`src/hdl/spp_pkg.sv`:
```
// ----------------------------------------------------------------------------
// spp_pkg
// shared types, constants and the sine table generator for the plasma block
// ----------------------------------------------------------------------------
package spp_pkg;

  localparam int ADDR_W     = 8;
  localparam int SINE_DEPTH = 1 << ADDR_W;
  localparam int SINE_W     = 6;
  localparam int AMPLITUDE  = 42;
  localparam int COLOR_W    = 7;
  localparam int ROT_W      = 8;
  localparam int COORD_W    = 8;

  localparam logic [7:0] INDEX_MASK      = 8'd127;
  localparam logic [7:0] PHASE_ONE_STEP  = 8'd3;
  localparam logic [7:0] PHASE_TWO_STEP  = 8'd2;
  localparam logic [7:0] PHASE_THREE_STEP = 8'd1;
  localparam logic [7:0] ROTATION_STEP   = 8'd1;

  typedef enum logic {
    CMD_FRAME = 1'b0,
    CMD_PIXEL = 1'b1
  } cmd_e;

  typedef struct packed {
    cmd_e               command;
    logic [COORD_W-1:0] pos_x;
    logic [COORD_W-1:0] pos_y;
  } cmd_t;

  typedef struct packed {
    logic [COLOR_W-1:0] color_index;
    logic [ROT_W-1:0]   palette_rotation;
  } pix_t;

  // table write port shared by all sine copies during the fill sweep
  typedef struct packed {
    logic              we;
    logic [ADDR_W-1:0] addr;
    logic [SINE_W-1:0] data;
  } fill_t;

  // six sine samples of one pixel
  typedef struct packed {
    logic [SINE_W-1:0] col0;
    logic [SINE_W-1:0] col1;
    logic [SINE_W-1:0] row0;
    logic [SINE_W-1:0] row1;
    logic [SINE_W-1:0] diag0;
    logic [SINE_W-1:0] diag1;
  } sine_taps_t;

  // quarter wave of sin, Q1.16, rounded
  localparam logic [16:0] QUARTER_SINE [0:64] = '{
    17'd0,     17'd1608,  17'd3216,  17'd4821,  17'd6424,  17'd8022,  17'd9616,  17'd11204,
    17'd12785, 17'd14359, 17'd15924, 17'd17479, 17'd19024, 17'd20557, 17'd22078, 17'd23586,
    17'd25080, 17'd26558, 17'd28020, 17'd29466, 17'd30893, 17'd32303, 17'd33692, 17'd35062,
    17'd36410, 17'd37736, 17'd39040, 17'd40320, 17'd41576, 17'd42806, 17'd44011, 17'd45190,
    17'd46341, 17'd47464, 17'd48559, 17'd49624, 17'd50660, 17'd51665, 17'd52639, 17'd53581,
    17'd54491, 17'd55368, 17'd56212, 17'd57022, 17'd57798, 17'd58538, 17'd59244, 17'd59914,
    17'd60547, 17'd61145, 17'd61705, 17'd62228, 17'd62714, 17'd63162, 17'd63572, 17'd63944,
    17'd64277, 17'd64571, 17'd64827, 17'd65043, 17'd65220, 17'd65358, 17'd65457, 17'd65516,
    17'd65536
  };

  // round(amplitude/2 * (1 + sin(2 pi i / 256)))
  function automatic logic [SINE_W-1:0] sine_value(input logic [ADDR_W-1:0] idx);
    logic [1:0]  quad;
    logic [6:0]  k;
    logic [16:0] mag;
    logic [17:0] offset;
    logic [23:0] prod;
    quad   = idx[7:6];
    k      = {1'b0, idx[5:0]};
    mag    = quad[0] ? QUARTER_SINE[7'd64 - k] : QUARTER_SINE[k];
    offset = quad[1] ? (18'd65536 - {1'b0, mag}) : (18'd65536 + {1'b0, mag});
    prod   = 24'(AMPLITUDE) * {6'b0, offset} + 24'd65536;
    return prod[17 +: SINE_W];
  endfunction

endpackage

```
`src/hdl/sine_plasma_pixel_generator_top.sv`:
```
// ----------------------------------------------------------------------------
// sine_plasma_pixel_generator_top
// plasma palette index generator, when not stalled, one pixel per clock
// ----------------------------------------------------------------------------
// After reset the block loads all 256 entries of its sine tables (cmd_ready
// stays low meanwhile), then takes one item per clock unless the read stage
// is stalled, frame or pixel mixed freely. A frame item advances the three
// phases and the palette rotation and gives no result; a pixel item gives
// one result through the registered sine table read and then the output
// register. The six sine reads of a pixel come from three copies of the
// table, each a dual read port memory, so the table ports set the one item
// per clock figure. Phases and rotation are sampled when the pixel is
// accepted, so later frame items never disturb pixels already in flight.
// The output register and the read stage let a new item in while a result
// still waits to be taken.
module sine_plasma_pixel_generator_top import spp_pkg::*; (
  input  logic clk,
  input  logic rst,
  input  logic cmd_valid,
  output logic cmd_ready,
  input  cmd_t cmd,
  output logic pix_valid,
  input  logic pix_ready,
  output pix_t pix
);

  // frame state
  logic [7:0] phase_one, phase_two, phase_three, rotation_count;

  fill_t fill;
  logic  filled;

  // read stage
  logic             s1_valid, s1_valid_next;
  logic [ROT_W-1:0] s1_rot;
  sine_taps_t       taps;

  logic out_free;
  logic accept, read_en, frame_en, mix_load;

  // table addresses, all wrap modulo 256
  logic [7:0] x, y, d;
  logic [7:0] a_col0, a_col1, a_row0, a_row1, a_diag0, a_diag1;

  spp_fill u_fill (
    .clk  (clk),
    .rst  (rst),
    .fill (fill),
    .done (filled)
  );

  assign cmd_ready = filled && (!s1_valid || out_free);
  assign accept    = cmd_valid && cmd_ready;
  assign read_en   = accept && (cmd.command == CMD_PIXEL);
  assign frame_en  = accept && (cmd.command == CMD_FRAME);
  assign mix_load  = s1_valid && out_free;

  always_comb begin
    x = cmd.pos_x;
    y = cmd.pos_y;
    d = x + y;
    a_col0  = x + {x[6:0], 1'b0} + phase_one;
    a_col1  = {x[4:0], 3'b0} - x - phase_two;
    a_row0  = {y[6:0], 1'b0} + phase_two;
    a_row1  = {y[5:0], 2'b0} + y + phase_three;
    a_diag0 = {d[6:0], 1'b0} - phase_three;
    a_diag1 = d + phase_one;
  end

  // column term table
  spp_ram #(.WIDTH(SINE_W), .DEPTH(SINE_DEPTH)) u_ram_col (
    .clk     (clk),
    .we      (fill.we),
    .waddr   (fill.addr),
    .wdata   (fill.data),
    .re      (read_en),
    .raddr_a (a_col0),
    .raddr_b (a_col1),
    .rdata_a (taps.col0),
    .rdata_b (taps.col1)
  );

  // row term table
  spp_ram #(.WIDTH(SINE_W), .DEPTH(SINE_DEPTH)) u_ram_row (
    .clk     (clk),
    .we      (fill.we),
    .waddr   (fill.addr),
    .wdata   (fill.data),
    .re      (read_en),
    .raddr_a (a_row0),
    .raddr_b (a_row1),
    .rdata_a (taps.row0),
    .rdata_b (taps.row1)
  );

  // diagonal term table
  spp_ram #(.WIDTH(SINE_W), .DEPTH(SINE_DEPTH)) u_ram_diag (
    .clk     (clk),
    .we      (fill.we),
    .waddr   (fill.addr),
    .wdata   (fill.data),
    .re      (read_en),
    .raddr_a (a_diag0),
    .raddr_b (a_diag1),
    .rdata_a (taps.diag0),
    .rdata_b (taps.diag1)
  );

  // phases and rotation step on each frame item
  always_ff @(posedge clk) begin
    if (rst) begin
      phase_one      <= '0;
      phase_two      <= '0;
      phase_three    <= '0;
      rotation_count <= '0;
    end else if (frame_en) begin
      phase_one      <= phase_one + PHASE_ONE_STEP;
      phase_two      <= phase_two + PHASE_TWO_STEP;
      phase_three    <= phase_three + PHASE_THREE_STEP;
      rotation_count <= rotation_count + ROTATION_STEP;
    end
  end

  // read stage holds while the output register is full
  always_comb begin
    s1_valid_next = s1_valid;
    if (read_en) begin
      s1_valid_next = 1'b1;
    end else if (out_free) begin
      s1_valid_next = 1'b0;
    end
  end

  always_ff @(posedge clk) begin
    if (rst) begin
      s1_valid <= 1'b0;
    end else begin
      s1_valid <= s1_valid_next;
    end
  end

  always_ff @(posedge clk) begin
    if (read_en) begin
      s1_rot <= rotation_count;
    end
  end

  spp_mix u_mix (
    .clk       (clk),
    .rst       (rst),
    .load      (mix_load),
    .taps      (taps),
    .rotation  (s1_rot),
    .pix_valid (pix_valid),
    .pix_ready (pix_ready),
    .pix       (pix),
    .free      (out_free)
  );

  // no item before the tables are loaded
  a_no_accept_while_filling: assert property (@(posedge clk) disable iff (rst)
    accept |-> !fill.we)
    else $error("item accepted during table fill");

  // a stalled read stage blocks new items
  a_stall_blocks_input: assert property (@(posedge clk) disable iff (rst)
    (s1_valid && !out_free) |-> !cmd_ready)
    else $error("input taken while read stage is stalled");

  // a pixel item always lands in the read stage
  a_pixel_reaches_s1: assert property (@(posedge clk) disable iff (rst)
    read_en |=> s1_valid)
    else $error("pixel item lost after table read");

  // a frame item never creates a result
  a_frame_no_result: assert property (@(posedge clk) disable iff (rst)
    (frame_en && !s1_valid) |=> !s1_valid)
    else $error("frame item produced a pixel");

endmodule

```
`src/hdl/spp_ram.sv`:
```
// ----------------------------------------------------------------------------
// spp_ram
// generic ram, one write port, two registered read ports
// ----------------------------------------------------------------------------
module spp_ram #(
  parameter int WIDTH = 8,
  parameter int DEPTH = 256
) (
  input  logic                     clk,
  input  logic                     we,
  input  logic [$clog2(DEPTH)-1:0] waddr,
  input  logic [WIDTH-1:0]         wdata,
  input  logic                     re,
  input  logic [$clog2(DEPTH)-1:0] raddr_a,
  input  logic [$clog2(DEPTH)-1:0] raddr_b,
  output logic [WIDTH-1:0]         rdata_a,
  output logic [WIDTH-1:0]         rdata_b
);

  logic [WIDTH-1:0] mem [DEPTH];

  always_ff @(posedge clk) begin
    if (we) begin
      mem[waddr] <= wdata;
    end
  end

  // read data holds while re is low
  always_ff @(posedge clk) begin
    if (re) begin
      rdata_a <= mem[raddr_a];
      rdata_b <= mem[raddr_b];
    end
  end

endmodule

```
`src/hdl/spp_fill.sv`:
```
// ----------------------------------------------------------------------------
// spp_fill
// sweeps the sine tables after reset, one entry a cycle
// ----------------------------------------------------------------------------
module spp_fill import spp_pkg::*; (
  input  logic  clk,
  input  logic  rst,
  output fill_t fill,
  output logic  done
);

  logic [ADDR_W:0] count;

  always_ff @(posedge clk) begin
    if (rst) begin
      count <= '0;
    end else if (!count[ADDR_W]) begin
      count <= count + 1'b1;
    end
  end

  assign done      = count[ADDR_W];
  assign fill.we   = !count[ADDR_W];
  assign fill.addr = count[ADDR_W-1:0];
  assign fill.data = sine_value(count[ADDR_W-1:0]);

endmodule

```
`src/hdl/spp_mix.sv`:
```
// ----------------------------------------------------------------------------
// spp_mix
// averages the sine pairs, sums the three terms and holds the result item
// ----------------------------------------------------------------------------
module spp_mix import spp_pkg::*; (
  input  logic             clk,
  input  logic             rst,
  input  logic             load,
  input  sine_taps_t       taps,
  input  logic [ROT_W-1:0] rotation,
  output logic             pix_valid,
  input  logic             pix_ready,
  output pix_t             pix,
  output logic             free
);

  logic [SINE_W:0] col_pair, row_pair, diag_pair;
  logic [7:0]      sum;
  logic            pix_valid_next;

  always_comb begin
    col_pair  = {1'b0, taps.col0}  + {1'b0, taps.col1};
    row_pair  = {1'b0, taps.row0}  + {1'b0, taps.row1};
    diag_pair = {1'b0, taps.diag0} + {1'b0, taps.diag1};
    sum = {2'b0, col_pair[SINE_W:1]} + {2'b0, row_pair[SINE_W:1]}
        + {2'b0, diag_pair[SINE_W:1]};
  end

  assign free = !pix_valid || pix_ready;

  always_comb begin
    pix_valid_next = pix_valid;
    if (load) begin
      pix_valid_next = 1'b1;
    end else if (pix_ready) begin
      pix_valid_next = 1'b0;
    end
  end

  always_ff @(posedge clk) begin
    if (rst) begin
      pix_valid <= 1'b0;
    end else begin
      pix_valid <= pix_valid_next;
    end
  end

  always_ff @(posedge clk) begin
    if (load) begin
      pix.color_index      <= COLOR_W'(sum & INDEX_MASK);
      pix.palette_rotation <= rotation;
    end
  end

endmodule
```
`config.mk`:
```
export PLATFORM = sky130hd
export DESIGN_NAME = sine_plasma_pixel_generator_top
export DESIGN_NICKNAME = d
export VERILOG_FILES = /design/src/hdl/spp_pkg.sv /design/src/hdl/sine_plasma_pixel_generator_top.sv /design/src/hdl/spp_ram.sv /design/src/hdl/spp_fill.sv /design/src/hdl/spp_mix.sv
export SDC_FILE = /design/constraint.sdc
export NUM_CORES = 2
export LEC_CHECK = 0
export BUFFER_PORTS_ARGS = -buffer_cell sky130_fd_sc_hd__buf_2
export CAP_MARGIN = 10
export CORE_MARGIN = 4
export CORE_UTILIZATION = 49
export DETAILED_ROUTE_END_ITERATION = 8
export SYNTH_ARGS = -nofsm -noshare
export SYNTH_HDL_FRONTEND = slang
export SYNTH_MEMORY_MAX_BITS = 65536
export SYNTH_SLANG_ARGS = --single-unit
```
`constraint.sdc`:
```
create_clock -name clk -period 21.7 [get_ports clk]
set_input_delay 4.34 -clock clk [delete_from_list [all_inputs] [get_ports clk]]
set_output_delay 4.34 -clock clk [all_outputs]
set_load 0.1 [all_outputs]
```
# Word-level counts from Yosys, hierarchy flattened
# Memories as Yosys holds them, arrays and structs flattened. A register that Yosys moved wholly into a read port is not among the register bits.
# Index checks and enable logic that the tools add are counted.
[op_classes]
add_sub_neg = 24
mux = 12
reduce_logical = 11
n_lt_le_gt_ge = 2
bitwise_logic = 3
mul = 1
[ops]
columns = ["cell", "count"]
rows = [
  ["two-way mux 17 bit", 5],
  ["adder 8 bit", 7],
  ["adder 6 x 6 -> 7 bit", 4],
  ["subtractor 8 bit", 3],
  ["adder 23 x 17 -> 23 bit, second input constant", 1],
  ["multiplier 5 x 18 -> 22 bit, first input constant", 1],
  ["adder 17 x 17 -> 18 bit, first input constant", 1],
  ["two-way mux 18 bit", 1],
  ["subtractor 17 x 17 -> 18 bit, first input constant", 1],
  ["adder 8 x 1 -> 8 bit, second input constant", 2],
  ["adder 8 x 2 -> 8 bit, second input constant", 2],
  ["greater-or-equal comparator 8 bit, second input constant", 2],
  ["adder 9 x 1 -> 9 bit, second input constant", 1],
  ["two-way mux 9 bit", 1],
  ["inverter 6 -> 8 bit", 1],
  ["inverter 7 -> 8 bit", 1],
  ["adder 7 x 6 -> 7 bit", 1],
  ["subtractor 7 x 6 -> 7 bit, first input constant", 1],
  ["logical AND 1 bit", 5],
  ["two-way mux 1 bit", 5],
  ["nonzero test 2 bit", 2],
  ["logical NOT 1 bit", 2],
  ["logical OR 1 bit", 2],
  ["inverter 1 bit", 1],
]
[word_totals]
n_memories = 5
reg_bits = 66
romBits = 4352
ram_bits = 4608
output_inout_bits = 17
[mem_list]
columns = ["memory", "depth", "word_bits", "rd", "rd_clocked_by_memory_dff", "write_ports", "line_no", "source"]
rows = [
  ["(no name shown)", 128, 17, 1, 0, 0, "spp_pkg.sv:76", "mag = quad[0] ? QUARTER_SINE[7'd64 - k] : QUARTER_SINE[k];"],
  ["(no name shown)", 128, 17, 1, 0, 0, "spp_pkg.sv:76", ""],
  ["u_ram_col.mem", 256, 6, 2, 2, 1, "spp_ram.sv:20", "logic [WIDTH-1:0] mem [DEPTH];"],
  ["u_ram_diag.mem", 256, 6, 2, 2, 1, "spp_ram.sv:20", ""],
  ["u_ram_row.mem", 256, 6, 2, 2, 1, "spp_ram.sv:20", ""],
]

# Depth between registers and ports, before layout
[depth]
depth_word = 10
mapped_depth = 35
mapped_depth_nobuf = 31

# Hierarchy
# From an unflattened synthesis, not the netlist that was laid out.
[hier_totals]
cells_unflattened = 13191
area_unflattened_um2 = 229402.5
[by_module_without_submodules]
columns = ["module", "cells_each", "n_inst", "area_each_um2"]
rows = [
  ["spp_ram", 3959, 3, 72789.8],
  ["spp_fill", 780, 1, 5756.8],
  ["sine_plasma_pixel_generator_top", 401, 1, 3809.9],
  ["spp_mix", 133, 1, 1466.4],
]

# Least setup slack after synthesis
# OpenSTA, ideal clock, no wires.
[synth_path]
kind = "reg-to-reg"
start = "register u_fill.count[1]"
end = "memory u_ram_diag.mem[0][4] (netlist name), data pin"
setup_time_ns = 1.646
stages_incl_launch_ff = 30
slack_ns = 6.093
required_time_ns = 20.054
n_path_buf = 4
arrival_time_ns = 13.961
synth_period_minus_slack_ns = 15.607
cell_sequence = "dfxtp_1 clkbuf_1 buf_2 inv_2 ha_1 ha_1 buf_2 buf_1 a21oi_1 a22o_1 o311ai_1 a31oi_1 nor4_4 nand3_2 or3_1 o21ai_1 xor2_1 ha_1 ha_1 fa_1 ha_1 nand2_1 a21oi_1 o211ai_1 o211ai_1 xor2_1 nand4_1 o31ai_1 a21oi_1 xnor2_1"
[synth_lines]
columns = ["element", "line_no", "source"]
rows = [
  ["from (decl)", "spp_fill.sv:12", "logic [ADDR_W:0] count;"],
  ["from (signal assigned)", "spp_fill.sv:18", "count <= count + 1'b1;"],
  ["to (decl)", "spp_ram.sv:20", ""],
]

==> impl_metrics.csv <==
group,metric,value,unit
synth,synthArstFlopShare,0,%
synth,synth.ff_latch_count,1637,
sta,fmax,0.0864,GHz
sta,setup_viol_count_final,0,
synth,yosysWarnings,0,
route,vias_per_cell,8.53,
sta,tightest_slew,1.46,ns
clock_tree,cts_tree,"yes",
run_status,status,"finished, final reports clean",
grt,grt_pass1_wl,694000,um
floorplan,num_io_pins,38,
clock_tree,post_cts_buffers,0,
sta,fin_crit_sh,53.3,%
synth,synthCells,6772,
critical_path,r2r_setup_slack,10.12,ns
critical_path,critPathMaxFanout,111,
route,wire_per_inst,49.4,um
sta,hold_viol,0,
critical_path,critical_path_class,"reg -> reg",
critical_path,startpoint_type,"flip-flop",
clock_tree,cts_buffer_depth,3,
critical_path,crit_buf_inv,9,
synth,synth-compound-area-share,2.20,%
route,drt_iter0_markers,16700,
clock_tree,clk_latency,0.88,ns
critical_path,worstSetupEndpointType,"flip-flop",
min_path,hold_class,"reg -> reg",
layout,drive_gt1_share,52.5,%
sta,period_needed,11.58,ns
grt,grt_pass1_vias,82200,
route,ant_nets,0,
floorplan,initial_core_util,49.2,%
sta,drv_slew,0,
floorplan,fp.dieArea,263000,um^2
sta,rsz0062_at_grt,"no",
sta,fin_skew,0.0320,ns
power,vdd_ir_drop_max,0.0000728,V
placement,finalWeightedCongestion,0.958,
critical_path,cp_top_family,"buffers and inverters",
clock_tree,root_buffer,"clkbuf_16",
synth,syn_nets,6990,
floorplan,core_area,254000,um^2
synth,synthSimpleGateAreaFrac,2.47,%
synth,synth_top_family_by_area,"multiplexers",
critical_path,crit_top_cell,"buf_4",
layout,syn2layout_area_growth,9.00,%
clock_tree,cts_htree_levels,4,
sta,finalSetupTns,0,ns
route,wl,500000,um
power,p_per_area,77.5,nW/um^2
power,leakage,41.6,nW
critical_path,cp.required,22.19,ns
floorplan,rows,185,
job,maxCapViolations,0,
grt,grt_antenna_before_repair,30,
critical_path,cp_slowest_stage_delay,0.93,ns
route,num_vias,86400,
synth,synthXorXnorAreaFrac,0.956,%
floorplan,fp.dieW,513,um
synth,synthFlopType,"edfxtp_1",
critical_path,worstPathArrival,12.06,ns
clock_tree,clk_pin_slew_worst_paths,0.06,ns
placement,port_buffers,37,
synth,synth_fa_ha_area_share,2.24,%
clock_tree,cts_sinks,1637,
grt,grt_overflow_total,0,
clock_tree,cts_resized,0,
layout,final_common_cell,"mux4_2",
floorplan,die_h,513,um
layout,fillCellCount,19700,
clock_tree,numCtsBuffers,187,
synth,syn_area,125000,um^2
grt,track_usage,37.9,%
critical_path,slowest_stage,"buf_4",
layout,layout.nets,6796,
synth,synth_edf_count,1595,
clock_tree,hold_buffers,0,
synth,seq_area_frac_synth,39.0,%
synth,syn-mean-instance-area,18.5,um^2
sta,slew_headroom,2.41,%
route,drtPass1Iterations,7,
synth,ys_types,86,
layout,post-route-util,53.6,%
layout,layout_common_cells,"2765 x mux4_2, 1595 x edfxtp_1, 376 x nor2_1, 290 x buf_4, 188 x clkbuf_16",
grt,grt_max_degree,181,
route,drc_errors,0,
synth,muxShareOfSynthArea,50.6,%
placement,dp_hpwl,323000,um
cell type report:
cell class / instances / area [um^2] / area share (%)
clock buffers: 214 / 4800 / 3.52
inverters: 90 / 338 / 0.248
well taps: 3366 / 4210 / 3.09
diodes: 19 / 47.5 / 0.0349
flip-flops and latches: 1637 / 48700 / 35.8
multi-input cells: 4306 / 73700 / 54.0
repair buffers: 356 / 2900 / 2.13
clock inverters: 139 / 1610 / 1.18
layer usage:
layer	track usage [%]	up-vias	routed length (um)
li1	-	30300	-
met1	49.9	45600	166000
met2	53.3	9017	217000
met3	17.9	1472	86100
met4	18.4	30	31000
met5	0.621	-	316
path summary, 6_finish.rpt:
path | start | to | depth (start not counted)
worst min-delay path | s1_rot[4] | u_mix.pix[4] | 0
worst max-delay path | u_fill.count[0] | u_ram_diag.mem[8][5] | 34
worst min register to register | s1_rot[4] | u_mix.pix[4] | 0
worst max register to register | u_fill.count[0] | u_ram_diag.mem[8][5] | 34
cells in the mapped netlist (all sizes together) (47+ instances only):
master | instances | area, um^2
a21oi | 121 | 606
buf | 275 | 1160
clkbuf | 464 | 1740
edfxtp | 1595 | 47900
ha | 153 | 1910
inv | 87 | 327
mux2i | 65 | 651
mux4 | 2765 | 62300
nand2 | 107 | 402
nor2 | 379 | 1420
nor2b | 48 | 308
o21ai | 90 | 450
xnor2 | 87 | 785
xor2 | 47 | 412
flip-flops by register name (all words and copies together), names as in the netlist:
signal,cells
phase_one,8
u_ram_diag.mem,828
u_fill.count,9
u_ram_diag.rdata_b,6
u_mix.pix_valid,1
s1_valid,1
rotation_count,8
u_ram_col.rdata_a,6
u_ram_diag.rdata_a,6
u_ram_row.rdata_a,6
phase_two,7
phase_three,8
u_ram_row.rdata_b,6
u_mix.pix,15
u_ram_row.mem,708
s1_rot,8
u_ram_col.rdata_b,6
where the power goes:
group	switching, W	leakage (nW)	internal [W]	total (W)
Combinational	0.00217	23.9	0.00134	0.00351
Sequential	0.00000736	14.6	0.00365	0.00366
Clock	0.00144	3.10	0.00195	0.00339
Total	0.00362	41.6	0.00694	0.0106
stage by stage:
step | power [W] | setup slack, ns | area, um^2 | hold slack, ns | std cells
2_1_floorplan | 0.00577 | 6.09 | 125000 | 0.400 | 6772
5_1_grt | 0.0108 | 9.24 | 136000 | 0.428 | 10100
4_1_cts | 0.0104 | 10.28 | 136000 | 0.421 | 10100
6_report | 0.0106 | 10.12 | 136000 | 0.420 | 10100
3_5_place_dp | 0.00710 | 10.36 | 130000 | 0.406 | 9746
3_3_place_gp | 0.00709 | 10.10 | 130000 | 0.401 | 9743
cells by family after synthesis:
| kind of cell | count (synthesis) |
|---|---|
| xor+xnor | 134 |
| simple gates | 686 |
| fa+ha+maj | 198 |
| mux | 2860 |
| compound gates | 428 |
| flops | 1637 |
| buf+inv | 829 |
Power figures use the tool's default switching activity.
